### src/rtl/core/quadratic_escape_time_iterator_assert.svh
// ----------------------------------------------------------------------------
// quadratic escape time iterator assertion macros
// shared concurrent assertion forms, clocked on clock and disabled in reset
// ----------------------------------------------------------------------------
`ifndef QUADRATIC_ESCAPE_TIME_ITERATOR_ASSERT_SVH
`define QUADRATIC_ESCAPE_TIME_ITERATOR_ASSERT_SVH

// consequent holds in the same cycle as the antecedent
`define QETI_ASSERT_SAME(label, ante, cons, msg) \
   label: assert property (@(posedge clock) disable iff (reset) (ante) |-> (cons)) \
      else $error(msg);

// consequent holds in the cycle after the antecedent
`define QETI_ASSERT_NEXT(label, ante, cons, msg) \
   label: assert property (@(posedge clock) disable iff (reset) (ante) |=> (cons)) \
      else $error(msg);

`endif

### src/rtl/core/qeti_pkg.sv
// ----------------------------------------------------------------------------
// qeti_pkg
// widths, operation codes and controller/datapath link types
// ----------------------------------------------------------------------------
package qeti_pkg;

   localparam int FRAC_BITS_DEF = 28;
   localparam int POINT_W       = 32;
   localparam int COUNT_W       = 16;
   localparam int ZW            = 64;   // z component width
   localparam int PW            = 128;  // full product width
   localparam int MUL_W         = 32;   // multiplier operand width
   localparam int PROD_W        = 2 * MUL_W;
   localparam int PART_W        = 2;    // four partial products per 64x64 product

   localparam logic [COUNT_W-1:0] MAX_ITER_RESET = 16'd1500;

   typedef logic [1:0] op_type;

   localparam op_type OP_CROSS = 2'd0;  // zr * zi
   localparam op_type OP_SQR_R = 2'd1;  // zr * zr
   localparam op_type OP_SQR_I = 2'd2;  // zi * zi

   typedef struct packed {
      logic              load;    // capture c, clear z and squares
      logic              issue;   // start one partial product
      op_type            op;
      logic [PART_W-1:0] part;    // {high half of a, high half of b}
      logic              update;  // z = z*z + c
   } dp_cmd_type;

   typedef struct packed {
      logic escape;               // |z|^2 > 4
   } dp_status_type;

endpackage

### src/rtl/core/qeti_controller.sv
// ----------------------------------------------------------------------------
// qeti_controller
// iteration sequencer: multiplier steps, update, escape test and result hand-off
// ----------------------------------------------------------------------------
`include "quadratic_escape_time_iterator_assert.svh"

module qeti_controller import qeti_pkg::*; (
   input  logic               clock,
   input  logic               reset,
   input  logic               req_valid,
   output logic               req_ready,
   input  logic [COUNT_W-1:0] max_iterations,
   input  logic               out_free,
   output logic               result_load,
   output logic [COUNT_W-1:0] result_count,
   output dp_cmd_type         cmd,
   input  dp_status_type      status
);

   localparam logic [3:0] S_IDLE   = 4'd0;
   localparam logic [3:0] S_HEAD   = 4'd1;
   localparam logic [3:0] S_CROSS  = 4'd2;
   localparam logic [3:0] S_UPDATE = 4'd3;
   localparam logic [3:0] S_MAG    = 4'd4;
   localparam logic [3:0] S_SQR_R  = 4'd5;
   localparam logic [3:0] S_SQR_I  = 4'd6;
   localparam logic [3:0] S_SUM    = 4'd7;
   localparam logic [3:0] S_TEST   = 4'd8;
   localparam logic [3:0] S_DONE   = 4'd9;

   // four issue steps, then one step to drain the last partial product
   localparam logic [2:0] STEP_LAST = 3'd4;

   logic [3:0]         state_ff, state_in;
   logic [2:0]         step_ff, step_in;
   logic [COUNT_W-1:0] k_ff, k_in;
   logic [COUNT_W-1:0] result_ff, result_in;
   logic               mul_state;

   assign req_ready    = (state_ff == S_IDLE);
   assign result_count = result_ff;
   assign mul_state    = (state_ff == S_CROSS) || (state_ff == S_SQR_R) ||
                         (state_ff == S_SQR_I);

   always_comb begin
      state_in    = state_ff;
      step_in     = step_ff;
      k_in        = k_ff;
      result_in   = result_ff;
      result_load = 1'b0;
      cmd         = '0;
      cmd.part    = step_ff[PART_W-1:0];
      cmd.issue   = mul_state && (step_ff != STEP_LAST);

      unique case (state_ff)
         S_SQR_R: cmd.op = OP_SQR_R;
         S_SQR_I: cmd.op = OP_SQR_I;
         default: cmd.op = OP_CROSS;
      endcase

      unique case (state_ff)
         S_IDLE: begin
            if (req_valid) begin
               cmd.load = 1'b1;
               k_in     = {{(COUNT_W-1){1'b0}}, 1'b1};
               state_in = S_HEAD;
            end
         end
         S_HEAD: begin
            if (k_ff >= max_iterations) begin
               result_in = '0;
               state_in  = S_DONE;
            end else begin
               step_in  = '0;
               state_in = S_CROSS;
            end
         end
         S_CROSS, S_SQR_R, S_SQR_I: begin
            if (step_ff == STEP_LAST) begin
               step_in = '0;
               unique case (state_ff)
                  S_CROSS: state_in = S_UPDATE;
                  S_SQR_R: state_in = S_SQR_I;
                  default: state_in = S_SUM;
               endcase
            end else begin
               step_in = step_ff + 3'd1;
            end
         end
         S_UPDATE: begin
            cmd.update = 1'b1;
            state_in   = S_MAG;
         end
         S_MAG:  state_in = S_SQR_R;
         S_SUM:  state_in = S_TEST;
         S_TEST: begin
            if (status.escape) begin
               result_in = k_ff;
               state_in  = S_DONE;
            end else begin
               k_in     = k_ff + {{(COUNT_W-1){1'b0}}, 1'b1};
               state_in = S_HEAD;
            end
         end
         S_DONE: begin
            if (out_free) begin
               result_load = 1'b1;
               state_in    = S_IDLE;
            end
         end
         default: state_in = S_IDLE;
      endcase
   end

   always_ff @(posedge clock) begin
      if (reset) begin
         state_ff <= S_IDLE;
         step_ff  <= '0;
         k_ff     <= '0;
      end else begin
         state_ff <= state_in;
         step_ff  <= step_in;
         k_ff     <= k_in;
      end
   end

   always_ff @(posedge clock) begin
      result_ff <= result_in;
   end

   `QETI_ASSERT_SAME(a_load_needs_room, result_load, out_free, "result loaded over a held result")
   `QETI_ASSERT_SAME(a_count_below_limit, result_load && (result_ff != '0), result_ff < max_iterations, "escape count not below limit")
   `QETI_ASSERT_NEXT(a_count_steps, (state_ff == S_TEST) && !status.escape, k_ff == $past(k_ff) + 16'd1, "iteration count did not advance")
   `QETI_ASSERT_NEXT(a_accept_starts, req_valid && req_ready, (state_ff == S_HEAD) && (k_ff == 16'd1), "accepted point did not start at iteration one")

endmodule

### config.mk
export PLATFORM = sky130hd
export DESIGN_NAME = qeti_controller
export DESIGN_NICKNAME = d
export VERILOG_FILES = /design/src/rtl/core/qeti_pkg.sv /design/src/rtl/core/qeti_controller.sv
export VERILOG_INCLUDE_DIRS = /design/src /design/src/rtl/core
export SDC_FILE = /design/constraint.sdc
export NUM_CORES = 1
export LEC_CHECK = 0
export ABC_AREA = 1
export BUFFER_PORTS_ARGS = -buffer_cell sky130_fd_sc_hd__buf_2
export CORE_MARGIN = 5
export CORE_UTILIZATION = 55
export DETAILED_ROUTE_END_ITERATION = 7
export GPL_ROUTABILITY_DRIVEN = 0
export GPL_TIMING_DRIVEN = 1
export PLACE_DENSITY = 0.8
export SLEW_MARGIN = 15
export SYNTH_ARGS = -nofsm -noshare
export SYNTH_HDL_FRONTEND = slang
export SYNTH_SLANG_ARGS = --single-unit
export TNS_END_PERCENT = 5
### constraint.sdc
create_clock -name clock -period 4.5 [get_ports clock]
set_input_delay 0.45 -clock clock [delete_from_list [all_inputs] [get_ports clock]]
set_output_delay 0.45 -clock clock [all_outputs]
set_load 0.005 [all_outputs]
==> run summary <==
Port Buf Inserts = 45
period utilization = 0.513
via-per-instance ratio = 5.05
worst hold margin = 431 ps
Rows = 23
yosys warns = 0
Die ar. = 0.00565 mm²
Placed Area = 0.00259 mm²
GRT Util Overall = 0.183
Worst Path Max Fanout = 16
Clock Tree Buf Depth = 2
layout cell share with drive strength beyond 1 = 0.209
Max Fclk = 433 MHz
peak supply drop = 0.000305 V
vias = 2,020
post-synthesis async set-or-reset flop share = 0
outcome = finished clean
CP endpoint kind = register
Yosys cell types = 31
TNS Setup = 0 ps
power per cell area = 407 mW/mm²
delay of the slowest critical-path stage = 520 ps
maxcap violations = 0
# setup viols final = 0
Yosys top cell by area = edfxtp_1
max-slew violation count = 0
# nets final = 389
htree depth = 2
Clock Latency Late Sink = 290 ps
Resize count post-CTS = 0
P_leak = 1.28 nW
cell mode on critical path = nand2_1
Die Ht = 75.2 µm
Overflow after GRT = 0
initial drt markers = 153
cell at the slowest stage of the critical path = inv_1
Setup CP Type = reg -> reg
startpoint types = register
Hold Fails Final Rpt = 0
register area share after synthesis = 0.403
Die Width = 75.2 µm
worst hold path type = in -> reg
CTS buffer count = 5
DRC violations left = 0
Post-Syn Nets = 342
Cells after Synth = 302
Setup Skew = 8.31 ps
largest net degree at the start of global routing = 18
worst slew pin tran = 680 ps
antenna violations before repair = 0
number of synthesized flops with an enable pin = 16
# Post-CTS Setup Buffers = 0
I/O pins = 46
design area = 0.00270 mm²
RSZ-0062 raised after global routing = no
total power = 1.10 mW
main area contributors after synthesis = edfxtp_1, dfxtp_1, ha_1
Crit path buffers/inverters = 2
drt pass-1 iters = 4
# diodes = 0
dpl hpwl = 3640 µm
critical path arrival = 2230 ps
# fillers = 354
clk sinks = 39
Data required, critical path = 4430 ps
hold_buf cts = 0
count leader, synth = nand2_1
Cell Count Post-Placement = 392
Post-synth top cells = nand2_1, inv_1, nor2_1, a21oi_1, dfxtp_1
Relative slew margins = 0.546
crit-path leading delay family = buffers and inverters
setup ws final = 2190 ps
Initial Utilization = 0.576
vias in the first global route = 1,829
Clock Pin Slew Worst Setup and Hold Paths = 80 ps
drt total wl = 4680 µm
Finished Layout Cells = 400
root buffer cell = clkbuf_8
Layout Utilization = 0.665
Synth Cell Area = 0.00234 mm²
CTS tree = yes
share of the synthesized area in the top cell type = 0.206
critical path, cell by cell = inv_1, ha_1, nand2_1, nor2_1, nor2_1, nand2_1, nand2_1, nand2_1, nand2_1, nand3_1, o211ai_1, inv_1
worst slack, placed = 2000 ps
global-route wire length before repair = 7900 µm
Post-DRT Antenna Nets = 0
syn_area_per_cell = 7.74 µm²
minimum clock period = 2310 ps
post-DR wirelength/cell = 11.7 µm
register bit total from synthesis = 39
Placeable Area = 0.00406 mm²
area grow syn2layout = 15.5%
prevailing post-synth register cell = dfxtp_1
[final timing paths]
check	start	to	slack [ps]	cells after the start
max	k_ff[0]$_SDFFE_PP0P_	result_count[3]$_SDFFCE_PN0P_	2190	12
min	reset	step_ff[0]$_SDFFE_PP0P_	430	2
max reg2reg	k_ff[0]$_SDFFE_PP0P_	result_count[3]$_SDFFCE_PN0P_	2190	12
min reg2reg	k_ff[4]$_SDFFE_PP0P_	k_ff[5]$_SDFFE_PP0P_	530	2
[metal layers]
metal  part of all wire  global-route usage  vias to the layer above
met3              0.061              0.0427                        7
met4              0.016              0.0641                        0
met2               0.49               0.315                       52
met1               0.43               0.225                      902
met5                  0                   0                        -
li1                   -                   -                     1059
[power breakdown]
group / switching (mW) / leakage, nW / total [mW] / internal (mW)
sequential: 0.0349 / 0.339 / 0.478 / 0.443
clock: 0.121 / 0.0556 / 0.284 / 0.162
combinational: 0.215 / 0.887 / 0.337 / 0.122
[cell families after synthesis]
logic type                 after synthesis  synth area share
adders and majority gates               19             0.102
and+or+nand+nor                        138             0.282
buffers and inverters                   63             0.109
AOI/OAI and AO/OA                       42             0.101
xor gates and xnor gates                 1           0.00375
DFF                                     39             0.403
[cell type report]
class | count | area, µm² | area share
Sequential cell | 39 | 941 | 0.349
Multi-Input combinational cell | 200 | 1140 | 0.423
Tap cell | 50 | 62.6 | 0.0232
Inverter | 58 | 220 | 0.0816
Clock buffer | 5 | 68.8 | 0.0255
Clock inverter | 3 | 38.8 | 0.0144
Timing Repair Buffer | 45 | 225 | 0.0835
[state kept, by name, indices dropped and copies added (netlist names)]
register / flops
result_count: 16
step_ff: 3
k_ff: 16
state_ff: 4
[placed cells by master (no fill, tap or decap), drive strengths merged, types with 2 or more instances in the layout]
cell,n
ha,19
nor3,9
dfxtp,23
nand4,3
nor2,41
inv,57
nand3,13
o211ai,2
a21oi,25
o21a,3
edfxtp,16
clkbuf,5
nand2,69
clkinv,3
buf,45
o21ai,11
Note: power is estimated with default switching activity, not from simulation.
